===== config.mk =====
export PLATFORM = sky130hd
export DESIGN_NAME = rfe_hash
export DESIGN_NICKNAME = d
export VERILOG_FILES = /design/src/sv/rfe_pkg.sv /design/src/sv/rfe_hash.sv
export SDC_FILE = /design/constraint.sdc
export NUM_CORES = 2
export LEC_CHECK = 0
export BUFFER_PORTS_ARGS = -buffer_cell sky130_fd_sc_hd__buf_2
export CAP_MARGIN = 20
export CORE_ASPECT_RATIO = 0.5
export CORE_MARGIN = 1.5
export CORE_UTILIZATION = 50
export DETAILED_ROUTE_END_ITERATION = 7
export MAX_ROUTING_LAYER = met4
export PLACE_DENSITY = 0.69
export SKIP_LAST_GASP = 1
export SLEW_MARGIN = 20
export SYNTH_ARGS = -nofsm -noshare
export SYNTH_HDL_FRONTEND = slang
export SYNTH_SLANG_ARGS = --single-unit

===== constraint.sdc =====
create_clock -name i_clk -period 25 [get_ports i_clk]
set_input_delay 6.25 -clock i_clk [delete_from_list [all_inputs] [get_ports i_clk]]
set_output_delay 6.25 -clock i_clk [all_outputs]
set_load 0.02 [all_outputs]

===== src/sv/rfe_pkg.sv =====
// ----------------------------------------------------------------------------
// rfe_pkg
// Shared constants, codes, types and helper functions of the ribbon filter.
// ----------------------------------------------------------------------------
`timescale 1ns / 1ps

package rfe_pkg;

    localparam int RFE_BAND = 32;
    localparam int RFE_FP_BITS = 8;
    localparam int RFE_XS_SHIFT = 33;

    localparam logic [63:0] RFE_MIX_C1 = 64'hff51afd7ed558ccd;
    localparam logic [63:0] RFE_MIX_C2 = 64'hc4ceb9fe1a85ec53;
    localparam logic [63:0] RFE_GOLDEN = 64'h9E3779B97F4A7C15;

    localparam logic [2:0] ACT_CLEAR = 3'd0;
    localparam logic [2:0] ACT_INSERT = 3'd1;
    localparam logic [2:0] ACT_SOLVE = 3'd2;
    localparam logic [2:0] ACT_QUERY = 3'd3;
    localparam logic [2:0] ACT_READ = 3'd4;

    localparam logic [1:0] STAT_OK = 2'd0;
    localparam logic [1:0] STAT_OVERFLOW = 2'd1;
    localparam logic [1:0] STAT_CONFLICT = 2'd2;
    localparam logic [1:0] STAT_REFUSED = 2'd3;

    localparam logic CFG_SLOT_COUNT = 1'b0;
    localparam logic CFG_HASH_SEED = 1'b1;

    typedef struct packed {
        logic [31:0] row;
        logic [7:0]  fp;
    } t_hash_res;

    function automatic logic [63:0] xor_shift(input logic [63:0] x);
        return x ^ (x >> RFE_XS_SHIFT);
    endfunction

    function automatic logic [4:0] lowest_bit(input logic [31:0] v);
        logic [4:0] n;
        n = 5'd31;
        for (int i = 31; i >= 0; i--) begin
            if (v[i]) n = 5'(i);
        end
        return n;
    endfunction

    function automatic logic [4:0] highest_bit(input logic [31:0] v);
        logic [4:0] n;
        n = 5'd0;
        for (int i = 0; i < 32; i++) begin
            if (v[i]) n = 5'(i);
        end
        return n;
    endfunction

endpackage


===== src/sv/rfe_hash.sv =====
// ----------------------------------------------------------------------------
// rfe_hash
// Seeded key hash: two 64-bit finalizers on one shared 32x32 multiplier,
// then a bit-serial remainder for the start slot.
// ----------------------------------------------------------------------------
`timescale 1ns / 1ps

module rfe_hash #(
    parameter int SW = 13
) (
    input  logic                i_clk,
    input  logic                i_rst_n,
    input  logic                i_start,
    input  logic [63:0]         i_key,
    input  logic [15:0]         i_seed,
    input  logic [SW-1:0]       i_m,
    output logic                o_done,
    output logic [SW-2:0]       o_start,
    output rfe_pkg::t_hash_res  o_res
);

    typedef enum logic [2:0] {
        H_IDLE = 3'b001,
        H_MUL  = 3'b010,
        H_DIV  = 3'b100
    } t_hstate;

    t_hstate     r_state;
    logic [2:0]  r_step;
    logic [1:0]  r_idx;
    logic [4:0]  r_cnt;
    logic        r_done;
    logic [63:0] r_x;
    logic [63:0] r_acc;
    logic [63:0] r_prod;
    logic [63:0] r_h1;
    logic [31:0] r_row;
    logic [31:0] r_q;
    logic [SW-1:0] r_rem;

    logic [63:0] w_const;
    logic [31:0] w_mul_a;
    logic [31:0] w_mul_b;
    logic [63:0] w_prod;
    logic [63:0] w_xn;
    logic [SW-1:0] w_span;
    logic [SW:0] w_t;
    logic [SW:0] w_tsub;

    assign w_const = r_idx[0] ? rfe_pkg::RFE_MIX_C2 : rfe_pkg::RFE_MIX_C1;
    // low 64 bits of x*c from three partial products
    assign w_mul_a = (r_step == 3'd2) ? r_x[63:32] : r_x[31:0];
    assign w_mul_b = (r_step == 3'd1) ? w_const[63:32] : w_const[31:0];
    assign w_prod = w_mul_a * w_mul_b;
    assign w_xn = rfe_pkg::xor_shift(r_acc);

    assign w_span = i_m - SW'(rfe_pkg::RFE_BAND);
    assign w_t = {r_rem, r_q[31]};
    assign w_tsub = w_t - {1'b0, w_span};

    always_ff @(posedge i_clk) begin
        if (!i_rst_n) begin
            r_state <= H_IDLE;
            r_done <= 1'b0;
            r_step <= 3'd0;
            r_idx <= 2'd0;
            r_cnt <= 5'd0;
        end else begin
            r_done <= 1'b0;
            unique case (r_state)
                H_IDLE: begin
                    if (i_start) begin
                        r_x <= rfe_pkg::xor_shift(i_key ^ {48'd0, i_seed});
                        r_step <= 3'd0;
                        r_idx <= 2'd0;
                        r_state <= H_MUL;
                    end
                end
                H_MUL: begin
                    r_prod <= w_prod;
                    r_step <= r_step + 3'd1;
                    case (r_step)
                        3'd1: r_acc <= r_prod;
                        3'd2, 3'd3: r_acc[63:32] <= r_acc[63:32] + r_prod[31:0];
                        3'd4: begin
                            r_step <= 3'd0;
                            r_idx <= r_idx + 2'd1;
                            if (r_idx == 2'd1) begin
                                r_h1 <= w_xn;
                                r_x <= rfe_pkg::xor_shift({w_xn[31:0], w_xn[63:32]}
                                                          ^ rfe_pkg::RFE_GOLDEN);
                            end else if (r_idx == 2'd3) begin
                                r_row <= w_xn[31:0] | 32'd1;
                                r_q <= r_h1[63:32];
                                r_rem <= '0;
                                r_cnt <= 5'd0;
                                r_state <= H_DIV;
                            end else begin
                                r_x <= w_xn;
                            end
                        end
                        default: ;
                    endcase
                end
                H_DIV: begin
                    // restoring remainder, one dividend bit per cycle
                    r_rem <= (w_t >= {1'b0, w_span}) ? w_tsub[SW-1:0] : w_t[SW-1:0];
                    r_q <= {r_q[30:0], 1'b0};
                    r_cnt <= r_cnt + 5'd1;
                    if (r_cnt == 5'd31) begin
                        r_done <= 1'b1;
                        r_state <= H_IDLE;
                    end
                end
                default: r_state <= H_IDLE;
            endcase
        end
    end

    assign o_done = r_done;
    assign o_start = r_rem[SW-2:0];
    assign o_res.row = r_row;
    assign o_res.fp = r_h1[63:56];

endmodule

==> results.md <==
- Number of DRC markers in iteration 0: 4098
- Largest area contributor in the netlist: fa_1
- Post-DP HPWL: 137000 µm
- Min-delay src: r_prod[0]
- CP startpoint: r_step[1]
- Fillers: 8086
- RSZ-0062 raised after global routing: false
- Worst-skew pair later-pin latency: 0.57 ns
- CP max stage delay: 0.60 ns
- Final slew viol count: 0
- CTS buffer count: 35
- Yosys top cell area share: 34.0%
- Initial antenna violation count: 4
- Final WL: 160000 µm
- Final Setup Violations: 0
- Final Hold Fails: 0
- Hold Path Sink: r_acc[0]
- Critical Path AT: 10.95 ns
- # DRC: 0
- CTS clk-pin slew, worst paths: 0.06 ns
- Final nets: 5934
- Multi-input gate area: 32100 µm²
- First-pass GRT wire length: 235000 µm
- H-Tree Depth: 2
- CTS tree: built
- Worst Setup Start Kind: flop
- Register area share after synthesis: 20.4%
- Core Rows: 78
- Hold path depth: 0
- Die W: 430 µm
- Top post-synthesis cells by count: inv_1 (943), fa_1 (775), ha_1 (410)
- Worst-margin pin slew: 1.05 ns
- Port Buffers: 147
- Synthesized cell area: 45600 µm²
- Crit path time final: 10.67 ns
- GRT Util Overall: 35.8%
- Synthesized Nets: 5854
- Area taken by flip-flops and latches: 9290 µm²
- Main flop type after synthesis: edfxtp_1
- Setup_tns: 0 ns
- Flop-to-flop setup slack: 14.33 ns
- CP max FO: 45
- Slowest CP cell: buf_4
- Routed wire per std cell: 27.2 µm
- Status: complete, no violations
- Critical Path RT: 25.28 ns
- Count leader, synth: inv_1
- Reg2Reg Depth: 31
- Most Frequent Cell on Critical Path: fa_1
- Ports: 149
- Synth top area cells: fa_1 (34%), edfxtp_1 (20%), ha_1 (11%)
- Die height: 217 µm
- RR Endpoint: r_prod[60]
- Share of cells above drive strength 1: 7.12%
- Largest net degree at the start of global routing: 79
- EDFF count, synth: 300
- 1st-pass router iterations: 6
- FF-to-FF Start: r_step[1]
- Number of global-route vias before repair: 34300
- Grt ovf: 0
- Setup Skew: 0.0325 ns
- Initial Util: 50.4%
- Setup CP Type: reg2reg
- Final critical-path share of the clock period: 42.7%
- Highest clock rate: 0.0937 GHz
- HP Class: reg2reg
- Resized cells post-CTS: 0
- Number of routed nets with antenna violations: 0
- Crit end category: flop
- Synth-to-layout area growth: 7.21%
- Routed vias/inst: 5.77
- Hold_buf cts: 0
- Clock sink count: 314
- Core Region: 90500 µm²
- Routability cong.: 1.08
- Post-Synthesis Cells: 4573
- Max-cap violations: 0
- Clk root buf: clkbuf_16
- Post-synthesis register bit count: 314
- Clock tree buffer depth: 3
- Syn Area/Cell: 9.97 µm²
- Post-CTS setup repair buffer count: 0
- Distinct cells, synth: 76
- Yosys warns: 0
- Die area: 93100 µm²
- Slew HR: 30.3%
- Via count: 33900
- Async set-or-reset flop fraction in the synthesized netlist: 0%
## worst max-delay path by stage
stage / endpoint / slack [ns] / cells after the start
2_1_floorplan: r_q[0] / 14.92 / 1
3_3_place_gp: r_prod[51] / 14.60 / 28
3_5_place_dp: r_prod[51] / 14.58 / 28
4_1_cts: r_prod[51] / 14.52 / 28
5_1_grt: r_prod[59] / 13.95 / 28
6_report: r_prod[60] / 14.33 / 31
## cell type report
cell class | instances | share of cell area (%)
antenna | 1 | 0.00512
tap | 1200 | 3.07
sequential | 314 | 19.0
clock buffer | 43 | 1.89
timing repair buffer | 203 | 2.39
inverter | 958 | 7.36
multi-input combinational | 3141 | 65.7
clock inverter | 20 | 0.558
## flip-flops by register name (all words and copies together), names as in the netlist
| register | count |
|---|---|
| o_done | 1 |
| r_acc | 64 |
| r_cnt | 5 |
| r_h1 | 32 |
| r_idx | 2 |
| r_prod | 64 |
| r_q | 32 |
| r_rem | 13 |
| r_row | 31 |
| r_state | 3 |
| r_step | 3 |
| r_x | 64 |
## logic make-up after synthesis
family                     synth area share (%)
and+or+nand+nor                            9.19
other                                    0.0165
adders and majority gates                  45.4
buffers and inverters                      9.40
muxes                                      1.42
xor gates and xnor gates                   5.76
AOI/OAI and AO/OA                          8.43
DFF                                        20.4
## layout by cell type, fill, tap and decap left out, types with 55 or more instances in the layout
| master | netlist | layout |
|---|---|---|
| buf_2 | 7 | 147 |
| a21oi_1 | 192 | 191 |
| ha_1 | 410 | 406 |
| xnor2_1 | 165 | 165 |
| inv_1 | 943 | 942 |
| edfxtp_1 | 300 | 300 |
| fa_1 | 775 | 775 |
| buf_4 | 21 | 55 |
| xor2_1 | 135 | 135 |
| o21ai_0 | 133 | 133 |
| nand2_1 | 365 | 364 |
| nor2_1 | 357 | 350 |
| a21o_1 | 99 | 99 |
## metrics by stage
step	hold slack [ns]	setup WS (ns)	cell area, µm²	util [%]	std cells
after floorplan	0.431	14.92	45600	-	4573
after CTS	0.464	14.52	48900	54.0	5878
final	0.462	14.33	48900	54.0	5880
after detailed placement	0.451	14.58	47700	52.7	5815
after global routing	0.478	13.95	48900	54.0	5880
after global placement	0.440	14.60	47700	52.7	5815
## per-layer routing
metal | vias to the layer above | track usage (%) | routed length [µm]
met5 | - | - | 0
met4 | 0 | 9.30 | 5050
met3 | 240 | 7.37 | 17500
met2 | 1806 | 48.4 | 64700
met1 | 17300 | 54.3 | 73000
li1 | 14600 | - | -
## critical path: cells and delay by family, from the launching register on
| kind | cells | cell delay [ns] |
|---|---|---|
| xor+xnor | 1 | 0.16 |
| buf+inv | 8 | 1.59 |
| simple gates | 2 | 0.54 |
| fa+ha+maj | 11 | 5.12 |
| flops | 1 | 0.38 |
| compound gates | 9 | 2.39 |
Power is not shown: default switching activity piles up to over one toggle a cycle in this logic, so the estimate is an artifact.
